[config.mk]
export PLATFORM = sky130hd
export DESIGN_NAME = phv_front
export DESIGN_NICKNAME = d
export VERILOG_FILES = /design/src/rtl/phv_pkg.sv /design/src/rtl/phv_front.sv
export SDC_FILE = /design/constraint.sdc
export NUM_CORES = 1
export LEC_CHECK = 0
export BUFFER_PORTS_ARGS = -buffer_cell sky130_fd_sc_hd__buf_4
export CAP_MARGIN = 10
export CORE_UTILIZATION = 30
export DETAILED_ROUTE_END_ITERATION = 6
export PLACE_DENSITY = 0.57
export SETUP_SLACK_MARGIN = 0.4
export SLEW_MARGIN = 20
export SYNTH_ARGS = -nofsm -noshare
export SYNTH_HDL_FRONTEND = slang
export SYNTH_SLANG_ARGS = --single-unit
[constraint.sdc]
create_clock -name clk -period 3.3 [get_ports clk]
set_input_delay 0.165 -clock clk [delete_from_list [all_inputs] [get_ports clk]]
set_output_delay 0.165 -clock clk [all_outputs]
set_load 0.01 [all_outputs]
[src/rtl/phv_pkg.sv]
`timescale 1ns / 1ps
`default_nettype none

package phv_pkg;

  localparam int BINS        = 256;
  localparam int BIN_BITS    = $clog2(BINS);
  localparam int COUNT_BITS  = 16;
  localparam int ROW_W       = 20;
  localparam int FRAC_BITS   = 4;
  localparam int FRAME_W     = 16;
  localparam int SCORE_W     = 50;
  localparam int OUT_COUNT_W = 16;

  localparam int DIV_W    = FRAME_W + FRAC_BITS;
  localparam int REM_W    = DIV_W + BIN_BITS;
  localparam int STEP_W   = $clog2(BIN_BITS);
  localparam int SCALED_W = COUNT_BITS + BIN_BITS;

  localparam int QUEUE_DEPTH = 2;
  localparam int QPTR_W      = $clog2(QUEUE_DEPTH);
  localparam int QCNT_W      = $clog2(QUEUE_DEPTH + 1);

  localparam logic [FRAME_W-1:0] FRAME_RESET = FRAME_W'(1024);
  localparam logic [63:0]        ROOT_LIMIT  = 64'd33554431;

  typedef struct packed {
    logic signed [ROW_W-1:0] point_row;
    logic                    last_point;
  } in_item_t;

  typedef struct packed {
    logic [SCORE_W-1:0]     spread_score;
    logic [OUT_COUNT_W-1:0] peak_bin_count;
    logic [OUT_COUNT_W-1:0] total_points;
  } out_item_t;

  typedef struct packed {
    logic [BIN_BITS-1:0] bin;
    logic                last;
  } task_t;

  typedef enum logic [1:0] {
    ST_F_IDLE,
    ST_F_DIV,
    ST_F_PUSH
  } front_state_t;

  typedef enum logic [1:0] {
    ST_B_IDLE,
    ST_B_UPD,
    ST_B_SWEEP,
    ST_B_DRAIN
  } back_state_t;

endpackage

`default_nettype wire

[src/rtl/phv_front.sv]
`timescale 1ns / 1ps
`default_nettype none

module phv_front (
  input  logic                         clk,
  input  logic                         rst,
  input  logic                         pt_valid,
  output logic                         pt_ready,
  input  phv_pkg::in_item_t            point,
  input  logic [phv_pkg::FRAME_W-1:0]  frame_size,
  output logic                         push_valid,
  input  logic                         push_ready,
  output phv_pkg::task_t               push_item
);
  import phv_pkg::*;

  front_state_t state, state_next;

  logic [REM_W-1:0]    rem;
  logic [REM_W-1:0]    dsh;
  logic [BIN_BITS-1:0] quo;
  logic [STEP_W-1:0]   step;
  logic                last;

  logic [FRAME_W-1:0] fs_eff;
  logic [DIV_W-1:0]   divisor;
  logic [REM_W-1:0]   dividend;
  logic [REM_W-1:0]   limit;
  logic               neg;
  logic               clamp;
  logic               accept;
  logic               ge;

  assign fs_eff   = (frame_size == '0) ? FRAME_W'(1) : frame_size;
  assign divisor  = {fs_eff, {FRAC_BITS{1'b0}}};
  assign dividend = REM_W'(point.point_row[ROW_W-2:0]) << BIN_BITS;
  assign limit    = REM_W'(divisor) << BIN_BITS;
  assign neg      = point.point_row[ROW_W-1];
  assign clamp    = dividend >= limit;
  assign ge       = rem >= dsh;
  assign accept   = pt_valid && pt_ready;

  always_ff @(posedge clk) begin
    if (rst) begin
      state <= ST_F_IDLE;
    end else begin
      state <= state_next;
    end
  end

  always_comb begin
    state_next = state;
    pt_ready   = 1'b0;
    push_valid = 1'b0;
    unique case (state)
      ST_F_IDLE: begin
        pt_ready = 1'b1;
        if (pt_valid) begin
          state_next = (neg || clamp) ? ST_F_PUSH : ST_F_DIV;
        end
      end
      ST_F_DIV: begin
        if (step == '0) begin
          state_next = ST_F_PUSH;
        end
      end
      ST_F_PUSH: begin
        push_valid = 1'b1;
        if (push_ready) begin
          state_next = ST_F_IDLE;
        end
      end
      default: begin
        state_next = ST_F_IDLE;
      end
    endcase
  end

  always_ff @(posedge clk) begin
    if (accept) begin
      last <= point.last_point;
      rem  <= dividend;
      dsh  <= REM_W'(divisor) << (BIN_BITS - 1);
      step <= STEP_W'(BIN_BITS - 1);
      if (neg) begin
        quo <= '0;
      end else if (clamp) begin
        quo <= BIN_BITS'(BINS - 1);
      end else begin
        quo <= '0;
      end
    end else if (state == ST_F_DIV) begin
      if (ge) begin
        rem <= rem - dsh;
      end
      quo  <= {quo[BIN_BITS-2:0], ge};
      dsh  <= dsh >> 1;
      step <= step - STEP_W'(1);
    end
  end

  assign push_item = '{bin: quo, last: last};

  a_div_bound: assert property (@(posedge clk) disable iff (rst)
    state == ST_F_DIV |-> (rem >> 1) < dsh)
    else $error("division remainder out of bound");

endmodule

`default_nettype wire

==> Implementation_results.wiki, run 1 <==
{| class="wikitable"
! Metric !! Value
|-
| DRT Wirelength || about 12 mm
|-
| Number of unique standard cell types used by synthesis || 61
|-
| CP max FO || 4
|-
| Area of the core || 15100 um^2
|-
| Worst setup path class || reg2reg
|-
| Post-route design area || 5570 um^2
|-
| Top-count cell post-synth || sky130_fd_sc_hd__nand2_1
|-
| Internal || roughly 2 mW
|-
| Max-capacitance violation count || 0
|-
| Yosys top cell area share || 28.5%
|-
| Effective utilization at floorplan || 30.6%
|-
| Ant diodes || 0
|-
| Post-Synthesis Cell Area || 4640 um^2
|-
| List of most frequent post-synthesis cells || 61 x sky130_fd_sc_hd__nand2_1, 52 x sky130_fd_sc_hd__inv_1, 44 x sky130_fd_sc_hd__edfxtp_1, 44 x sky130_fd_sc_hd__ha_1, 32 x sky130_fd_sc_hd__a21oi_1
|-
| Vias || between 3000 and 4000
|-
| Die H || 126 um
|-
| Detailed Place HPWL || 8.88 mm
|-
| Post-CTS setup buffer count || 0
|-
| Reg power frac || between 30% and 40%
|-
| Avg Inst Size Synth || around 9.1 um^2
|-
| Worst R2R Path Depth || 11
|-
| R2R Path Start || rem[0]$_SDFFE_PP0P_
|-
| Filler Cells Inserted || between 1500 and 2000
|-
| Clock transition at the registers of the reported paths || 0.05 ns
|-
| Layout overhead on the synthesized area || 20.0%
|-
| Critical path launch point type || flip-flop
|-
| Input/output buffers || between 50 and 60
|-
| Achievable Freq || approximately 370 MHz
|-
| Pin count of the biggest net entering global routing || 27
|-
| Clock Root Buffer || sky130_fd_sc_hd__clkbuf_16
|-
| Post-layout net count || ~650
|-
| DR pass1 iterations || 4
|-
| Via count of the first global-routing pass || 3874
|-
| Via/cell ratio || 5.09
|-
| Element type at the critical path end || flip-flop
|-
| Aggregate global routing overflow || 0
|-
| Tightest Pin Transition || 0.869 ns
|-
| Violation count after the first detailed-route iteration || a little under 300
|-
| Reported leakage power || 2.40 nW
|-
| Critical path required time || 3.38 ns
|-
| Share of the cycle needed by the critical path after routing || 81.6%
|-
| Net switching fraction of the power || between 30% and 40%
|-
| Clock net sink count || 69
|-
| Hold WS || 0.127 ns
|-
| Async S/R FF share, synth || 0%
|-
| H-tree levels || 3
|-
| First-pass GRT wire length || 19.0 mm
|-
| Clock group share of total power || between 20% and 30%
|-
| Primary FF master, synth || sky130_fd_sc_hd__edfxtp_1
|-
| RSZ-0062 raised after global routing || false
|-
| Clock Skew || 0.0119 ns
|-
| Leading cell types by total area after synthesis || sky130_fd_sc_hd__edfxtp_1 28%, sky130_fd_sc_hd__ha_1 12%, sky130_fd_sc_hd__dfxtp_1 11%
|-
| CTS tree || yes
|-
| Die Wd || about 130 um
|-
| Worst Hold Path Cells || 3
|-
| Final routed wire length divided by cell count || 15.7 um
|-
| Post-detailed-route DRC marker count || 0
|-
| Clock Path Buffers || 2
|-
| Switching pwr || 1000 uW
|-
| Share of total power in combinational logic || 34.5%
|-
| Final count of pins violating max slew || 0
|-
| Endpoint of the worst-slack reg-to-reg timing path || rem[22]$_DFFE_PP_
|-
| Peak ir drop on the vdd network || 0.276 mV
|-
| Number of enable flip-flop cells after synthesis || 44
|-
| Inserted Clock Buffers || 9
|-
| Number of warnings printed during yosys synthesis || 0
|-
| Status || finished, final reports clean
|-
| Final period demand of the worst path || 2.69 ns
|-
| Standard-cell row count || 45
|-
| Final Setup Violations || 0
|-
| Total power per unit cell area || 540 nW/um^2
|-
| Reg2reg setup slack || 0.61 ns
|-
| Net count after synthesis || around 600
|-
| Cell accounting for the most synthesized area || sky130_fd_sc_hd__edfxtp_1
|-
| Placer congestion estimate || roughly 0.85
|-
| Skew-Pair Late Insertion Delay || 0.34 ns
|-
| Start point of the worst min-delay path || point[3]
|-
| Fraction of layout cells with a size suffix above 1 || 16.3%
|-
| Combined global-route utilization of all metal layers || 15.2%
|-
| Synthesis-stage register bit count || 69
|-
| Full die area || 16000 um^2
|-
| Relative slew slack || 42.0%
|-
| Number of antenna violations at the first check in global routing || 0
|-
| Fraction of the yosys area taken by sequential cells || 39.2%
|-
| Final Hold Fails || 0
|-
| Type of the most critical hold path || in2reg
|-
| Worst hold path endpoint || rem[10]$_DFFE_PP_
|-
| Setup_tns || 0 ns
|-
| Number of placed I/O pins || 52
|-
| Cell Area, Placed || 5260 um^2
|-
| Antenna Nets Post-Route || 0
|-
| Data arrival time at the worst-slack endpoint || between 2 and 3 ns
|-
| Cells after Synth || a little over 500
|}
-- power groups by stage --
stage | sequential (mW) | combinational (mW) | clock [mW]
2_1_floorplan | 1.10 | 0.733 | 0
3_3_place_gp | 1.10 | 1.01 | 0
3_5_place_dp | 1.10 | 1.02 | 0
4_1_cts | 1.08 | 1.03 | 0.909
5_1_grt | 1.09 | 1.15 | 0.945
6_report | 1.08 | 1.04 | 0.886
-- repair_timing --
action / CTS / global route
setup endpoints to repair: 0 / 24
resized for setup: 0 / 4
hold buffers: 2 / 0
hold endpoints to repair: 3 / 0
-- worst max-delay path: stages, from the launching register on --
cell                       delay, ns
sky130_fd_sc_hd__dfxtp_1        0.32
sky130_fd_sc_hd__inv_1          0.04
sky130_fd_sc_hd__ha_1           0.22
sky130_fd_sc_hd__fa_1           0.39
sky130_fd_sc_hd__nand2b_1       0.21
sky130_fd_sc_hd__a21oi_2        0.19
sky130_fd_sc_hd__o21a_1         0.26
sky130_fd_sc_hd__a221o_1        0.26
sky130_fd_sc_hd__o221ai_2       0.14
sky130_fd_sc_hd__o21ai_1        0.21
sky130_fd_sc_hd__xnor2_1        0.14
sky130_fd_sc_hd__o21ai_1        0.07
-- registers in the layout, indices dropped and copies added, names as in the netlist --
name and count:
quo 8, dsh 27, state 2, last 1, step 3, rem 28
-- layer usage --
layer | part of all wire [%] | vias to the layer above | track usage (%)
met4 | 1.8 | 0 | 5.24
met5 | 0 | - | 0
li1 | - | 1967 | -
met1 | 45 | 1831 | 18.4
met3 | 3.4 | 13 | 3.08
met2 | 49 | 59 | 26.7
-- layout make-up --
class	count	area [um^2]	area share (%)
sequential	69	1820	32.7
clock inverter	2	10.0	0.180
inverter	53	199	3.57
tap	188	235	4.22
timing repair buffer	64	485	8.72
multi-input combinational	370	2560	46.0
clock buffer	14	254	4.56
-- through the flow --
stage / instances / power [mW] / utilization, % / setup WS, ns
4_1_cts: 759 / 3.02 / 36.6 / 0.545
6_report: 760 / 3.01 / 36.8 / 0.609
3_3_place_gp: 741 / 2.11 / 34.7 / 0.381
3_5_place_dp: 741 / 2.12 / 34.7 / 0.334
2_1_floorplan: 510 / 1.83 / - / 0.568
5_1_grt: 760 / 3.19 / 36.8 / 0.401
-- worst max path at each step --
| stage | from | endpoint | slack, ns |
|---|---|---|---|
| final | rem[0]$_SDFFE_PP0P_ | rem[22]$_DFFE_PP_ | 0.61 |
| after global routing | frame_size[8] | quo[0]$_DFFE_PP_ | 0.40 |
| after CTS | rem[17]$_DFFE_PP_ | rem[15]$_DFFE_PP_ | 0.54 |
| after detailed placement | frame_size[8] | quo[0]$_DFFE_PP_ | 0.33 |
| after global placement | frame_size[8] | quo[0]$_DFFE_PP_ | 0.38 |
| after floorplan | rem[0]$_SDFFE_PP0P_ | rem[10]$_DFFE_PP_ | 0.57 |
-- placed cells by master (no fill, tap or decap), types with 4 or more instances in the layout --
master	Yosys	routed
sky130_fd_sc_hd__nor2b_1	8	8
sky130_fd_sc_hd__nor2_1	23	22
sky130_fd_sc_hd__clkbuf_16	0	9
sky130_fd_sc_hd__a211oi_1	6	6
sky130_fd_sc_hd__xor2_1	14	14
sky130_fd_sc_hd__buf_4	1	62
sky130_fd_sc_hd__xnor2_1	9	9
sky130_fd_sc_hd__nor3_1	7	7
sky130_fd_sc_hd__o211ai_1	9	9
sky130_fd_sc_hd__a21oi_1	32	30
sky130_fd_sc_hd__o21a_1	4	4
sky130_fd_sc_hd__clkbuf_1	13	4
sky130_fd_sc_hd__dfxtp_1	25	25
sky130_fd_sc_hd__nand4_1	6	6
sky130_fd_sc_hd__o21ai_1	24	23
sky130_fd_sc_hd__o22ai_1	16	16
sky130_fd_sc_hd__nand2b_1	8	8
sky130_fd_sc_hd__nand2_1	61	61
sky130_fd_sc_hd__a21o_1	22	22
sky130_fd_sc_hd__inv_1	52	52
sky130_fd_sc_hd__o21ai_0	11	11
sky130_fd_sc_hd__edfxtp_1	44	44
sky130_fd_sc_hd__nor4_1	4	4
sky130_fd_sc_hd__ha_1	44	44
sky130_fd_sc_hd__nand3_1	11	11
-- cells by family after synthesis --
| logic type | count (synthesis) | share of synthesized area [%] |
|---|---|---|
| fa+ha+maj | 45 | 12.3 |
| mux | 1 | 0.216 |
| compound gates | 159 | 23.2 |
| buf+inv | 72 | 6.01 |
| simple gates | 141 | 14.7 |
| xor+xnor | 23 | 4.34 |
| flops | 69 | 39.2 |
No activity file was read; power rests on OpenSTA's default activity.
==> run 2, diff against run 1 <==
- ABC_AREA: not set -> 1
- PLACE_DENSITY: 0.57 -> 0.59
- clock period: 3.3 -> 2.4 ns (I/O delays scaled with it)
==> Implementation_results.wiki, run 2 <==
{| class="wikitable"
! Metric !! Value
|-
| Status || finished, final reports clean
|-
| Cell-by-cell listing of the critical path || inv_2 -> ha_4 -> fa_2 -> inv_2 -> nand3_2 -> nand2_4 -> nand3_4 -> nand3_4 -> nand3_4 -> nand2_4 -> nand2_8 -> buf_8 -> o21ai_1 -> nor2_1
|-
| Final period demand of the worst path || 2.19 ns
|-
| Critical path required time || 2.64 ns
|-
| Type of the most critical hold path || in2reg
|-
| Primary FF master, synth || sky130_fd_sc_hd__edfxtp_1
|-
| Post-Synthesis Cell Area || 5080 um^2
|-
| Most common library cell in the layout ignoring fill and taps || sky130_fd_sc_hd__nand2_1
|-
| CP max FO || 11
|-
| Filler Cells Inserted || 1662
|-
| Setup_tns || 0 ns
|-
| Final routed wire length divided by cell count || 14.5 um
|-
| RSZ-0062 raised after global routing || true
|-
| Fraction of the yosys area taken by sequential cells || a little over a third
|-
| Combined global-route utilization of all metal layers || between 10% and 20%
|-
| Clock net sink count || 69
|-
| Clock Skew || 0.00626 ns
|-
| Cells after Synth || 710
|-
| Most used cells in the layout excluding fill and tap cells || 176 x sky130_fd_sc_hd__nand2_1, 109 x sky130_fd_sc_hd__buf_4, 105 x sky130_fd_sc_hd__inv_1
|-
| Via count of the first global-routing pass || 4929
|-
| Die H || 132 um
|-
| Registers with the highest flip-flop counts || rem (28), dsh (27), quo (8)
|-
| Busiest layer in global routing || met2
|-
| Critical path launch point type || flip-flop
|-
| Die Wd || 132 um
|-
| Pin count of the biggest net entering global routing || 25
|-
| Data arrival time at the worst-slack endpoint || around 2.4 ns
|-
| Clock Path Buffers || 2
|-
| Post-route design area || 7280 um^2
|-
| DR pass1 iterations || 4
|-
| Cell Area, Placed || 5900 um^2
|-
| Worst R2R Path Depth || 14
|-
| Input/output buffers || 51
|-
| Standard-cell row count || 47
|-
| List of most frequent post-synthesis cells || 207 x sky130_fd_sc_hd__nand2_1, 117 x sky130_fd_sc_hd__inv_1, 63 x sky130_fd_sc_hd__nor2_1
|-
| Met2 GRT Util || 27.9%
|-
| Worst setup path class || reg2reg
|-
| Top-count cell post-synth || sky130_fd_sc_hd__nand2_1
|-
| Via/cell ratio || approximately 4.7
|-
| Avg Inst Size Synth || 7.16 um^2
|-
| Ant diodes || 0
|-
| Inserted Clock Buffers || 9
|-
| Skew-Pair Late Insertion Delay || 0.35 ns
|-
| Effective utilization at floorplan || between 30% and 40%
|-
| Cell accounting for the most synthesized area || sky130_fd_sc_hd__edfxtp_1
|-
| Peak per-stage delay on the critical path || 0.39 ns
|-
| H-tree levels || 3
|-
| Fraction of layout cells with a size suffix above 1 || 30.8%
|-
| Antenna Nets Post-Route || 0
|-
| Aggregate global routing overflow || 0
|-
| Violation count after the first detailed-route iteration || roughly 280
|-
| Achievable Freq || 456 MHz
|-
| Max-capacitance violation count || 0
|-
| Final count of pins violating max slew || 0
|-
| Net count after synthesis || slightly below 800
|-
| Number of placed I/O pins || 52
|-
| Final Setup Violations || 0
|-
| Synthesis-stage register bit count || 69
|-
| Share of the cycle needed by the critical path after routing || just over 90%
|-
| Yosys top cell area share || 26.0%
|-
| Number of warnings printed during yosys synthesis || 0
|-
| Met1 capacity usage during global routing || between 20% and 30%
|-
| Number of unique standard cell types used by synthesis || 33
|-
| Biggest register || rem
|-
| Clock transition at the registers of the reported paths || 0.06 ns
|-
| CTS tree || yes
|-
| Number of antenna violations at the first check in global routing || 0
|-
| Worst path slowest cell || sky130_fd_sc_hd__fa_2
|-
| Max reg flops || 28
|-
| Tightest Pin Transition || 0.413 ns
|-
| Met3 Usage GRT || 3.27%
|-
| Worst Hold Path Cells || 4
|-
| First-pass GRT wire length || between 20 and 25 mm
|-
| Post-detailed-route DRC marker count || 0
|-
| Layout overhead on the synthesized area || 43.2%
|-
| DRT Wirelength || between 15 and 20 mm
|-
| Full die area || 17500 um^2
|-
| Final Hold Fails || 0
|-
| Placer congestion estimate || a little under 0.9
|-
| Async S/R FF share, synth || 0%
|-
| Area of the core || 16600 um^2
|-
| Relative slew slack || 72.2%
|-
| Clock Root Buffer || sky130_fd_sc_hd__clkbuf_16
|-
| Leading cell types by total area after synthesis || sky130_fd_sc_hd__edfxtp_1 26%, sky130_fd_sc_hd__nand2_1 15%, sky130_fd_sc_hd__ha_1 11%
|-
| Detailed Place HPWL || approximately 11 mm
|-
| Number of enable flip-flop cells after synthesis || 44
|-
| Post-layout net count || 913
|-
| Cell seen most often among critical-path stages || sky130_fd_sc_hd__nand3_4
|-
| Vias || 4983
|-
| Element type at the critical path end || flip-flop
|}
[run 2: cell types whose count changed after synthesis, sizes merged, moves of 10 or more]
| cell | change |
|---|---|
| nand3 | +24 |
| nor2 | +42 |
| a21oi | +12 |
| nand2 | +151 |
| a21o | -21 |
| xor2 | -10 |
| inv | +65 |
[run 2: path summary, 6_finish.rpt]
kind	from	to	slack [ns]
worst max register to register	rem[0]$_SDFFE_PP0P_	rem[2]$_SDFFE_PP0P_	0.21
worst min register to register	dsh[8]$_SDFFE_PP0P_	dsh[7]$_SDFFE_PP0P_	0.47
worst min-delay path	rst	state[1]$_SDFFE_PP0P_	0.03
worst max-delay path	rem[0]$_SDFFE_PP0P_	rem[2]$_SDFFE_PP0P_	0.21
[run 2: cell type report]
cell class              instances  area [um^2]  area share, %
multi-input cells             512         3440           47.2
flip-flops and latches         69         1820           25.1
repair buffers                118          956           13.1
inverters                     117          439           6.03
well taps                     220          275           3.78
clock buffers                  10          239           3.28
clock inverters                 6          110           1.51
[run 2: cells by family after synthesis]
logic type | synth area share [%]
AOI/OAI and AO/OA | 11.7
xor gates and xnor gates | 2.58
adders and majority gates | 11.2
buffers and inverters | 10.3
DFF | 35.8
and+or+nand+nor | 28.4
[run 2: metrics by stage]
step | hold WS (ns) | util (%) | worst slack, ns | instances
final | 0.0253 | 43.9 | 0.207 | 1052
after global routing | 0.0552 | 43.9 | 0.111 | 1052
after CTS | 0.0201 | 42.2 | 0.292 | 1043
after detailed placement | 0.300 | 35.6 | 0.119 | 989
after global placement | 0.299 | 35.6 | 0.102 | 989
after floorplan | 0.219 | - | 0.393 | 710
[run 2: per-layer routing]
| metal | wire (um) | share of wire, % |
|---|---|---|
| met1 | 7240 | 48 |
| met3 | 792 | 5.2 |
| met2 | 6870 | 45 |
| met5 | 0 | 0 |
| met4 | 314 | 2.1 |
[run 2: worst max-delay path, delay by kind of cell, from the launching register on]
kind,cells,cell delay (ns)
adders and majority gates,2,0.55
DFF,1,0.32
buffers and inverters,3,0.29
AOI/OAI and AO/OA,1,0.17
and+or+nand+nor,8,0.75
[run 2: repair_timing]
action | in CTS | in global routing
setup endpoints to repair | 48 | 55
pin swaps | 24 | 22
gates resized for setup | 82 | 52
gates cloned | 4 | 0
hold endpoints to repair | 1 | 0
hold buffers | 1 | 0
buffers inserted | 33 | 9
Power of run 2 is not shown: default switching activity piles up to over one toggle a cycle in this logic, so the estimate is an artifact.
