`src/rtl/phv_pkg.sv`:
```
`timescale 1ns / 1ps
`default_nettype none

package phv_pkg;

  localparam int BINS        = 256;
  localparam int BIN_BITS    = $clog2(BINS);
  localparam int COUNT_BITS  = 16;
  localparam int ROW_W       = 20;
  localparam int FRAC_BITS   = 4;
  localparam int FRAME_W     = 16;
  localparam int SCORE_W     = 50;
  localparam int OUT_COUNT_W = 16;

  localparam int DIV_W    = FRAME_W + FRAC_BITS;
  localparam int REM_W    = DIV_W + BIN_BITS;
  localparam int STEP_W   = $clog2(BIN_BITS);
  localparam int SCALED_W = COUNT_BITS + BIN_BITS;

  localparam int QUEUE_DEPTH = 2;
  localparam int QPTR_W      = $clog2(QUEUE_DEPTH);
  localparam int QCNT_W      = $clog2(QUEUE_DEPTH + 1);

  localparam logic [FRAME_W-1:0] FRAME_RESET = FRAME_W'(1024);
  localparam logic [63:0]        ROOT_LIMIT  = 64'd33554431;

  typedef struct packed {
    logic signed [ROW_W-1:0] point_row;
    logic                    last_point;
  } in_item_t;

  typedef struct packed {
    logic [SCORE_W-1:0]     spread_score;
    logic [OUT_COUNT_W-1:0] peak_bin_count;
    logic [OUT_COUNT_W-1:0] total_points;
  } out_item_t;

  typedef struct packed {
    logic [BIN_BITS-1:0] bin;
    logic                last;
  } task_t;

  typedef enum logic [1:0] {
    ST_F_IDLE,
    ST_F_DIV,
    ST_F_PUSH
  } front_state_t;

  typedef enum logic [1:0] {
    ST_B_IDLE,
    ST_B_UPD,
    ST_B_SWEEP,
    ST_B_DRAIN
  } back_state_t;

endpackage

`default_nettype wire

```
`src/rtl/phv_queue.sv`:
```
`timescale 1ns / 1ps
`default_nettype none

module phv_queue (
  input  logic           clk,
  input  logic           rst,
  input  logic           push_valid,
  output logic           push_ready,
  input  phv_pkg::task_t push_item,
  output logic           pop_valid,
  input  logic           pop_ready,
  output phv_pkg::task_t pop_item
);
  import phv_pkg::*;

  task_t              slots [QUEUE_DEPTH];
  logic [QPTR_W-1:0]  wr_ptr;
  logic [QPTR_W-1:0]  rd_ptr;
  logic [QCNT_W-1:0]  count;
  logic               do_push;
  logic               do_pop;

  assign push_ready = count != QCNT_W'(QUEUE_DEPTH);
  assign pop_valid  = count != '0;
  assign pop_item   = slots[rd_ptr];
  assign do_push    = push_valid && push_ready;
  assign do_pop     = pop_valid && pop_ready;

  always_ff @(posedge clk) begin
    if (rst) begin
      wr_ptr <= '0;
      rd_ptr <= '0;
      count  <= '0;
    end else begin
      if (do_push) begin
        wr_ptr <= (wr_ptr == QPTR_W'(QUEUE_DEPTH - 1)) ? '0 : wr_ptr + QPTR_W'(1);
      end
      if (do_pop) begin
        rd_ptr <= (rd_ptr == QPTR_W'(QUEUE_DEPTH - 1)) ? '0 : rd_ptr + QPTR_W'(1);
      end
      if (do_push && !do_pop) begin
        count <= count + QCNT_W'(1);
      end else if (do_pop && !do_push) begin
        count <= count - QCNT_W'(1);
      end
    end
  end

  always_ff @(posedge clk) begin
    if (do_push) begin
      slots[wr_ptr] <= push_item;
    end
  end

  a_count_bound: assert property (@(posedge clk) disable iff (rst)
    count <= QCNT_W'(QUEUE_DEPTH))
    else $error("queue count beyond depth");

endmodule

`default_nettype wire

```
`config.mk`:
```
export PLATFORM = sky130hd
export DESIGN_NAME = phv_queue
export DESIGN_NICKNAME = d
export VERILOG_FILES = /design/src/rtl/phv_pkg.sv /design/src/rtl/phv_queue.sv
export SDC_FILE = /design/constraint.sdc
export NUM_CORES = 1
export LEC_CHECK = 0
export ABC_AREA = 1
export ABC_CLOCK_PERIOD_IN_PS = 1300
export BUFFER_PORTS_ARGS = -buffer_cell sky130_fd_sc_hd__buf_2
export CORE_UTILIZATION = 30
export CTS_CLUSTER_SIZE = 10
export DETAILED_ROUTE_END_ITERATION = 10
export HOLD_SLACK_MARGIN = 0.03
export MAX_ROUTING_LAYER = met4
export RECOVER_POWER = 100
export SKIP_CTS_REPAIR_TIMING = 1
export SYNTH_ARGS = -nofsm -noshare
export SYNTH_HDL_FRONTEND = slang
export SYNTH_SLANG_ARGS = --single-unit
```
`constraint.sdc`:
```
create_clock -name clk -period 1.3 [get_ports clk]
set_clock_uncertainty 0.2 [all_clocks]
set_input_delay 0.13 -clock clk [delete_from_list [all_inputs] [get_ports clk]]
set_output_delay 0.13 -clock clk [all_outputs]
set_load 0.05 [all_outputs]
```
==> results.sh, run 1 <==
export IMPL_drive_gt1_frac=0.518
export IMPL_hold_ws_ns=0.0221
export IMPL_fmax_mhz=612
export IMPL_track_usage=0.0986
export IMPL_firstDrtPassIters=7
export IMPL_cts_sinks=23
export IMPL_final_nets=125
export IMPL_synth_top_area_cell="edfxtp_1"
export IMPL_status="finished with violations"
export IMPL_post_drt_via_cell_ratio=4.40
export IMPL_rsz0062_at_grt="true"
export IMPL_yosys_warnings=0
export IMPL_synth_top_family_by_area="multiplexers"
export IMPL_synthDistinctLibCells=16
export IMPL_yosysSeqAreaShare=0.707
export IMPL_crit_fanout=9
export IMPL_max_stage_delay_ns=0.36
export IMPL_grt_pass1_vias=499
export IMPL_cellPowerDensity_mw_per_mm2=2060
export IMPL_violations="DRC, setup timing"
export IMPL_synthesis_area_sq_um=906
export IMPL_io_pins=24
export IMPL_fin_crit_sh=1.26
export IMPL_vias=620
export IMPL_areaGrowthSynthToFinish_pct=63.0
export IMPL_p_leak_nw=0.586
export IMPL_clk_pin_slew_ns=0.13
export IMPL_regToRegStartpoint="count[0]$_SDFFE_PP0P_"
export IMPL_wirelength_mm=1.71
export IMPL_synth_compound_area_frac=0.0221
export IMPL_grt_max_degree=14
export IMPL_ir_worst_vdd_v=0.00130
export IMPL_drc_errors=7
export IMPL_slew_viol_final=0
export IMPL_portBuffers=23
export IMPL_synth_fa_ha_area_frac=0.0138
export IMPL_n_fill_cell=244
export IMPL_detail_route_antenna_nets=0
export IMPL_p_total_w=0.00305
export IMPL_start_kind="flip-flop"
export IMPL_cap_violations=0
export IMPL_core_area_sq_mm=0.00281
export IMPL_critical_path_cell_chain="buf_12, mux2_2, buf_6"
export IMPL_avgSynthCellArea_sq_um=13.9
export IMPL_dp_hpwl_mm=1.07
export IMPL_antennaDiodeCount=0
export IMPL_synth_top_area_frac=0.597
export IMPL_setup_tns_ns=-3.89
export IMPL_hold_class="in2reg"
export IMPL_syn_nets=79
export IMPL_critPathCaptureType="output pin"
export IMPL_gp_congestion=0.628
export IMPL_drtIter0Drc=16
export IMPL_fp_dieW_um=57.0
export IMPL_hp_start="pop_ready"
export IMPL_netlist_top_cells_area="edfxtp_1 60%, mux2_2 11%, dfxtp_1 11%"
export IMPL_slew_headroom=0.884
export IMPL_worst_slew_pin_slew_ns=0.172
export IMPL_cts_buffer_depth=2
export IMPL_antenna_found_initial=0
export IMPL_synthMuxAreaShare=0.112
export IMPL_num_rows=19
export IMPL_die_y_um=57.0
export IMPL_synth_xor_area_frac=0
export IMPL_ys_ff_latch=23
export IMPL_slowest_stage="dfxtp_2"
export IMPL_period_needed_ns=1.63
export IMPL_worstPathRequired_ns=0.97
export IMPL_root_buffer="clkbuf_4"
export IMPL_wl_per_cell_um=12.1
export IMPL_yosys_area_share_simple=0.0981
export IMPL_clk_latency_ns=0.31
export IMPL_grt_first_pass_wirelength_mm=2.22
export IMPL_fin_ws_ns=-0.335
export IMPL_start_util=0.323
export IMPL_cp_arrival_ns=1.30
export IMPL_htreeDepth=1
export IMPL_worst_setup_path_type="reg2out"
export IMPL_grt_overflow=0
export IMPL_report_final_hold_viol_count=0
export IMPL_cts_buffers=3
export IMPL_cts_tree="built"
export IMPL_syn_inst=65
export IMPL_setup_viol=31
export IMPL_die_area_sq_mm=0.00324
worst paths after layout:
kind / end / slack (ns) / cells past startpoint
setup / recovery: pop_item[6] / -0.33 / 3
hold / removal: count[0]$_SDFFE_PP0P_ / 0.02 / 4
setup reg to reg: count[1]$_SDFFE_PP0P_ / -0.13 / 9
hold reg to reg: rd_ptr$_SDFFE_PP0P_ / 0.32 / 2
area by class of cell:
class	instances	area (sq um)	area share
Clock buffer	3	22.5	0.0153
Clock inverter	1	5.00	0.00339
Inverter	8	45.0	0.0305
Multi-Input combinational cell	33	309	0.209
Sequential cell	23	647	0.438
Tap cell	31	38.8	0.0263
Timing Repair Buffer	42	409	0.277
routing by layer:
layer / global-route usage / vias up / share of wire
met3: 0.0522 / 0 / 0.066
met1: 0.0933 / 288 / 0.38
met5: - / - / 0
met2: 0.182 / 19 / 0.55
met4: 0.0105 / 0 / 0
li1: - / 313 / -
power breakdown:
part | switching [W] | internal, W
logic | 0.000909 | 0.000769
clock network | 0.000214 | 0.000115
registers | 0.0000891 | 0.000952
total | 0.00121 | 0.00184
critical path: cells and delay by family, from the launching register on:
family,cells,cell delay [ns]
DFF,1,0.36
muxes,1,0.35
buffers and inverters,2,0.29
placed cells by master (no fill, tap or decap):
cell type and n:
nand4_1 1, clkbuf_1 4, edfxtp_1 18, dlygate4sd3_1 11
clkinv_4 1, mux2_4 3, nand2_4 2, mux2_2 6
inv_8 1, buf_2 8, o21ai_2 1, a21oi_2 1
nor2_1 5, dfxtp_1 2, buf_12 3, inv_1 4
buf_8 5, a21oi_1 1, ha_4 1, nand3_1 1
dfxtp_4 1, buf_4 4, inv_2 1, nor2_4 2
inv_4 1, nand2_8 2, nand2_1 5, clkbuf_4 3
nand3_2 1, o21ai_0 1, dfxtp_2 2, buf_6 7
clkinv_2 1
cell usage after synthesis, drive strengths merged:
library cell,instances
o21ai,2
nand4,1
nand2,9
inv,7
buf,1
dfxtp,5
a21oi,2
nor2,7
clkinv,1
mux2,9
edfxtp,18
nand3,2
ha,1
cell families (layout without fill, tap and decap cells):
family,count (synthesis),count (layout)
flip-flops,23,23
multiplexers,9,9
adder cells (fa/ha/maj),1,1
buffers and inverters,9,54
AO/OA/AOI/OAI,4,4
AND/OR/NAND/NOR,19,19
through the flow:
step	instance area, sq um	util	cells	worst slack, ns
5_1_grt	1480	0.526	141	-0.379
6_report	1480	0.526	141	-0.335
2_1_floorplan	975	-	65	-0.127
3_3_place_gp	1190	0.425	123	-0.0795
3_5_place_dp	1190	0.425	123	-0.108
4_1_cts	1220	0.435	127	-0.418
registers in the layout, summed over array words and instances (netlist names), named ones only:
signal / count
rd_ptr: 1
slots: 18
count: 2
wr_ptr: 1
Note: power is estimated with default switching activity, not from simulation.
==> run 2, diff against run 1 <==
--- a/config.mk
+++ b/config.mk
@@ -14,6 +14,7 @@
 export HOLD_SLACK_MARGIN = 0.03
 export MAX_ROUTING_LAYER = met4
 export RECOVER_POWER = 100
+export SETUP_SLACK_MARGIN = 0.2
 export SKIP_CTS_REPAIR_TIMING = 1
 export SYNTH_ARGS = -nofsm -noshare
 export SYNTH_HDL_FRONTEND = slang
==> run 2 against run 1 <==
Compared with the run above:
- the flow still finishes with violations (DRC, setup timing)
- register-to-register slack lost 0.16 ns
- global-route usage up 0.47 points
- die area is the same
- clock power decreased by 3%
- utilization grew 2.7 points
- worst hold slack better by 0.0033 ns
- count of clock-buffer cells in the layout rose by 1
- combinational power is 7% higher
- via count up 2.9%
- non-clock buffer count up 3
- setup slack improved by 0.044 ns
- sequential share of layout area decreased by 2.2 points
- critical endpoint is now slots[0][0]$_DFFE_PP_
- largest cell class unchanged
==> results.sh, run 2 (synthesis results as in run 1) <==
export IMPL_multi_input_area_sq_um=357
export IMPL_n_fill_cell=237
export IMPL_cts_buffer_depth=2
export IMPL_power_frac_comb=0.569
export IMPL_critPathLaunch="count[0]$_SDFFE_PP0P_"
export IMPL_path_delay_family="buffers and inverters"
export IMPL_grt_pass1_vias=589
export IMPL_grt_max_degree=13
export IMPL_drtIter0Drc=8
export IMPL_fin_ws_ns=-0.291
export IMPL_setup_viol=33
export IMPL_start_util=0.323
export IMPL_htreeDepth=1
export IMPL_hold_class="in2reg"
export IMPL_cts_buffers=3
export IMPL_slowest_stage="dfxtp_1"
export IMPL_largest_reg_flops=18
export IMPL_power_share_switching=0.389
export IMPL_route_met3_wl_um=85
export IMPL_p_int_w=0.00193
export IMPL_vias=638
export IMPL_clk_pin_slew_ns=0.12
export IMPL_hold_ws_ns=0.0254
export IMPL_die_y_um=57.0
export IMPL_critical_path_cell_chain="clkinv_2, nand2_8, nand2_8, buf_6, nor2_4, clkbuf_16"
export IMPL_final_core_util=0.554
export IMPL_wl_per_cell_um=11.8
export IMPL_die_area_sq_mm=0.00324
export IMPL_firstDrtPassIters=6
export IMPL_slew_viol_final=0
export IMPL_layout_commonest_cell="edfxtp_1"
export IMPL_path_buf_inv=3
export IMPL_max_stage_delay_ns=0.39
export IMPL_top_regs="slots x18, count x2"
export IMPL_worst_setup_path_type="reg2reg"
export IMPL_grt_first_pass_wirelength_mm=2.40
export IMPL_ff_latch_area_sq_um=647
export IMPL_period_needed_ns=1.59
export IMPL_wirelength_mm=1.70
export IMPL_violations="DRC, setup timing"
export IMPL_areaGrowthSynthToFinish_pct=71.4
export IMPL_track_usage=0.103
export IMPL_start_kind="flip-flop"
export IMPL_cts_tree="built"
export IMPL_placed_area_sq_mm=0.00123
export IMPL_setup_tns_ns=-7.71
export IMPL_hp_start="push_valid"
export IMPL_cp_arrival_ns=1.43
export IMPL_cap_violations=0
export IMPL_pwr_share_clk=0.101
export IMPL_cellPowerDensity_mw_per_mm2=2030
export IMPL_antenna_found_initial=0
export IMPL_p_leak_nw=0.618
export IMPL_io_pins=24
export IMPL_detail_route_antenna_nets=0
export IMPL_post_drt_via_cell_ratio=4.43
export IMPL_core_area_sq_mm=0.00281
export IMPL_wl_met2_um=940
export IMPL_crit_fanout=4
export IMPL_final_nets=128
export IMPL_critPathCaptureType="flip-flop"
export IMPL_pre_cts_slack_ns=-0.102
export IMPL_worst_slew_pin_slew_ns=0.175
export IMPL_final_cell_mix="18 x edfxtp_1, 13 x buf_6, 11 x dlygate4sd3_1"
export IMPL_path_common_cell="nand2_8"
export IMPL_post_route_cell_area_sq_mm=0.00155
export IMPL_slew_headroom=0.883
export IMPL_top_register="slots"
export IMPL_topRoutingLayerUsed="met4"
export IMPL_p_switching_w=0.00123
export IMPL_fmax_mhz=628
export IMPL_report_final_hold_viol_count=0
export IMPL_worstPathRequired_ns=1.14
export IMPL_regToRegStartpoint="count[0]$_SDFFE_PP0P_"
export IMPL_antennaDiodeCount=0
export IMPL_num_rows=19
export IMPL_grt_overflow=0
export IMPL_fin_crit_sh=1.22
export IMPL_rsz0062_at_grt="true"
export IMPL_clk_latency_ns=0.30
export IMPL_root_buffer="clkbuf_4"
export IMPL_met1_length_um=667
export IMPL_dp_hpwl_mm=1.12
export IMPL_cts_sinks=23
export IMPL_drive_gt1_frac=0.531
export IMPL_p_seq_frac=0.330
export IMPL_fp_dieW_um=57.0
export IMPL_drc_errors=6
export IMPL_status="finished with violations"
export IMPL_portBuffers=23
export IMPL_ir_worst_vdd_v=0.00137
export IMPL_gp_congestion=0.622
## run 2: cell types whose count changed in the layout (fill, tap and decap cells not counted), sizes merged
cell and change:
inv -1, buf -1, clkbuf +5
## run 2: power by group through the flow
stage	combinational, W	clock [W]	sequential (W)
2_1_floorplan	0.00101	0	0.00103
3_3_place_gp	0.00130	0	0.00104
3_5_place_dp	0.00132	0	0.00105
4_1_cts	0.00132	0.000331	0.00103
5_1_grt	0.00190	0.000371	0.00106
6_report	0.00180	0.000319	0.00104
## run 2: area by class of cell
class | count | area share
multi-input combinational | 33 | 0.230
clock buffer | 4 | 0.0169
sequential | 23 | 0.417
inverter | 8 | 0.0250
timing repair buffer | 45 | 0.287
tap | 31 | 0.0250
## run 2: worst reg2reg max path, stage by stage, from the launching register on
cell       delay (ns)
dfxtp_1          0.39
clkinv_2         0.15
nand2_8          0.11
nand2_8          0.06
buf_6            0.12
nor2_4           0.14
clkbuf_16        0.17
## run 2: per-layer routing
layer | global-route usage | up-vias
met1 | 0.114 | 294
li1 | - | 325
met2 | 0.170 | 17
met5 | - | -
met3 | 0.0227 | 2
met4 | 0.0627 | 0
## run 2: path summary, 6_finish.rpt
path	to	slack [ns]	depth (start not counted)
max	slots[0][0]$_DFFE_PP_	-0.29	6
min	wr_ptr$_SDFFE_PP0P_	0.03	4
max reg2reg	slots[0][0]$_DFFE_PP_	-0.29	6
min reg2reg	wr_ptr$_SDFFE_PP0P_	0.33	2
## run 2: stage by stage
step | std cells | total power (W)
final | 144 | 0.00316
after detailed placement | 123 | 0.00237
after global routing | 144 | 0.00332
after floorplan | 65 | 0.00204
after CTS | 127 | 0.00269
after global placement | 123 | 0.00234
==> run 3, diff against run 2 <==
--- a/config.mk
+++ b/config.mk
@@ -6,13 +6,14 @@
 export NUM_CORES = 1
 export LEC_CHECK = 0
 export ABC_AREA = 1
-export ABC_CLOCK_PERIOD_IN_PS = 1300
+export ABC_CLOCK_PERIOD_IN_PS = 1850
 export BUFFER_PORTS_ARGS = -buffer_cell sky130_fd_sc_hd__buf_2
-export CORE_UTILIZATION = 30
+export CORE_UTILIZATION = 53
 export CTS_CLUSTER_SIZE = 10
 export DETAILED_ROUTE_END_ITERATION = 10
 export HOLD_SLACK_MARGIN = 0.03
 export MAX_ROUTING_LAYER = met4
+export PLACE_DENSITY = 0.8
 export RECOVER_POWER = 100
 export SETUP_SLACK_MARGIN = 0.2
 export SKIP_CTS_REPAIR_TIMING = 1
==> constraint.sdc (replaced) <==
create_clock -name clk -period 1.85 [get_ports clk]
set_clock_uncertainty 0.2 [all_clocks]
set_input_delay 0.37 -clock clk [delete_from_list [all_inputs] [get_ports clk]]
set_output_delay 0.37 -clock clk [all_outputs]
set_load 0.05 [all_outputs]
==> run 3 against run 2 <==
Compared with the run above:
- non-clock buffer count decreased by 17
- critical path type is now reg2out
- sequential power decreased by 32%
- final cell count decreased by 22%
- utilization increased by 22 points
- register-to-register slack improved by 0.41 ns
- highest routed layer unchanged
- largest cell class unchanged
- the run still ends with DRC, setup timing left
==> results.sh, run 3 (synthesis results as in run 1) <==
export IMPL_rsz0062_at_grt="true"
export IMPL_start_kind="flip-flop"
export IMPL_power_share_switching=0.392
export IMPL_portBuffers=23
export IMPL_slew_viol_final=0
export IMPL_cp_arrival_ns=1.29
export IMPL_pre_cts_slack_ns=0.0968
export IMPL_pwr_share_clk=0.119
export IMPL_critical_path_cell_chain="buf_6, mux2_4, buf_8"
export IMPL_wirelength_mm=1.45
export IMPL_drtIter0Drc=17
export IMPL_core_area_sq_mm=0.00156
export IMPL_cellPowerDensity_mw_per_mm2=1500
export IMPL_cts_buffers=3
export IMPL_cts_buffer_depth=2
export IMPL_p_int_w=0.00110
export IMPL_drive_gt1_frac=0.427
export IMPL_clk_latency_ns=0.30
export IMPL_track_usage=0.163
export IMPL_setup_viol=2
export IMPL_gp_congestion=0.812
export IMPL_slew_headroom=0.667
export IMPL_top_regs="slots x18, count x2"
export IMPL_antenna_found_initial=0
export IMPL_power_frac_comb=0.493
export IMPL_dp_hpwl_um=876
export IMPL_num_rows=14
export IMPL_fin_crit_sh=1.01
export IMPL_grt_first_pass_wirelength_mm=2.09
export IMPL_ir_worst_vdd_v=0.00113
export IMPL_critPathCaptureType="output pin"
export IMPL_period_needed_ns=1.86
export IMPL_whs_path_depth=1
export IMPL_n_fill_cell=97
export IMPL_areaGrowthSynthToFinish_pct=34.0
export IMPL_io_pins=24
export IMPL_cap_violations=0
export IMPL_drc_errors=2
export IMPL_worst_setup_path_type="reg2out"
export IMPL_cts_sinks=23
export IMPL_worstPathRequired_ns=1.28
export IMPL_layout_commonest_cell="edfxtp_1"
export IMPL_cts_tree="built"
export IMPL_worst_r2r_cell_count=9
export IMPL_detail_route_antenna_nets=0
export IMPL_max_stage_delay_ns=0.39
export IMPL_wl_per_cell_um=13.0
export IMPL_final_nets=111
export IMPL_largest_reg_flops=18
export IMPL_hold_class="in2reg"
export IMPL_r2r_end="count[1]$_SDFFE_PP0P_"
export IMPL_firstDrtPassIters=7
export IMPL_fin_ws_ns=-0.0106
export IMPL_fmax_mhz=537
export IMPL_crit_fanout=4
export IMPL_vias=571
export IMPL_p_switching_w=0.000711
export IMPL_worst_slew_pin_slew_ns=0.499
export IMPL_final_cell_mix="18 x edfxtp_1, 11 x buf_2, 9 x nand2_1, 9 x buf_8, 8 x mux2_4"
export IMPL_p_seq_frac=0.388
export IMPL_violations="DRC, setup timing"
export IMPL_grt_overflow=0
export IMPL_fp_dieW_um=43.3
export IMPL_ff_latch_area_sq_um=646
export IMPL_multi_input_area_sq_um=253
export IMPL_p_leak_nw=0.509
export IMPL_post_drt_via_cell_ratio=5.10
export IMPL_die_area_sq_mm=0.00188
export IMPL_p_total_w=0.00181
export IMPL_min_to="slots[0][7]$_DFFE_PP_"
export IMPL_slowest_stage="dfxtp_4"
export IMPL_start_util=0.581
export IMPL_grt_max_degree=14
export IMPL_r2r_setup_slack_ns=0.12
export IMPL_grt_pass1_vias=531
export IMPL_root_buffer="clkbuf_4"
export IMPL_top_register="slots"
export IMPL_regToRegStartpoint="count[0]$_SDFFE_PP0P_"
export IMPL_status="finished with violations"
export IMPL_report_final_hold_viol_count=0
export IMPL_clk_pin_slew_ns=0.12
export IMPL_hp_start="push_item[7]"
export IMPL_htreeDepth=1
export IMPL_antennaDiodeCount=0
export IMPL_hold_ws_ns=0.0532
export IMPL_die_y_um=43.3
-- run 3: power by group through the flow --
| stage | Clock [W] | Sequential (W) | Combinational (W) |
|---|---|---|---|
| 2_1_floorplan | 0 | 0.000697 | 0.000571 |
| 3_3_place_gp | 0 | 0.000718 | 0.000666 |
| 3_5_place_dp | 0 | 0.000723 | 0.000679 |
| 4_1_cts | 0.000223 | 0.000711 | 0.000681 |
| 5_1_grt | 0.000245 | 0.000715 | 0.000956 |
| 6_report | 0.000215 | 0.000704 | 0.000895 |
-- run 3: critical path: cells and delay by family, from the launching register on --
kind / cells / cell delay, ns
flops: 1 / 0.39
mux: 1 / 0.31
buf+inv: 2 / 0.28
-- run 3: per-stage QoR --
step,std cells,area (sq um),utilization,TNS (ns)
2_1_floorplan,65,906,-,0
3_3_place_gp,105,1040,0.670,0
3_5_place_dp,105,1040,0.670,0
4_1_cts,109,1070,0.688,-2.02
5_1_grt,112,1210,0.778,-0.397
6_report,112,1210,0.778,-0.0146
-- run 3: layer usage --
metal  global-route usage  up-vias  part of all wire
met5                    -        -                 0
met4               0.0875        0             0.012
met3               0.0292        2             0.044
met2                0.267       18              0.51
met1                0.192      264              0.43
li1                     -      287                 -
-- run 3: area by class of cell --
cell class,count,share of cell area
sequential,23,0.532
multi-input combinational,33,0.208
timing repair buffer,28,0.195
inverter,8,0.0258
clock buffer,3,0.0186
tap,16,0.0165
clock inverter,1,0.00412
-- run 3: worst max path at each step --
stage                          startpoint                     to  slack (ns)  depth (start not counted)
finish                          flip-flop            pop_item[6]       -0.01                          3
global route                    flip-flop            pop_item[6]       -0.06                          3
CTS                             flip-flop            pop_item[3]       -0.25                          2
detailed placement              flip-flop            pop_item[3]         0.1                          2
global placement                flip-flop            pop_item[8]        0.16                          2
floorplan           count[0]$_SDFFE_PP0P_  slots[1][0]$_DFFE_PP_        0.14                          4
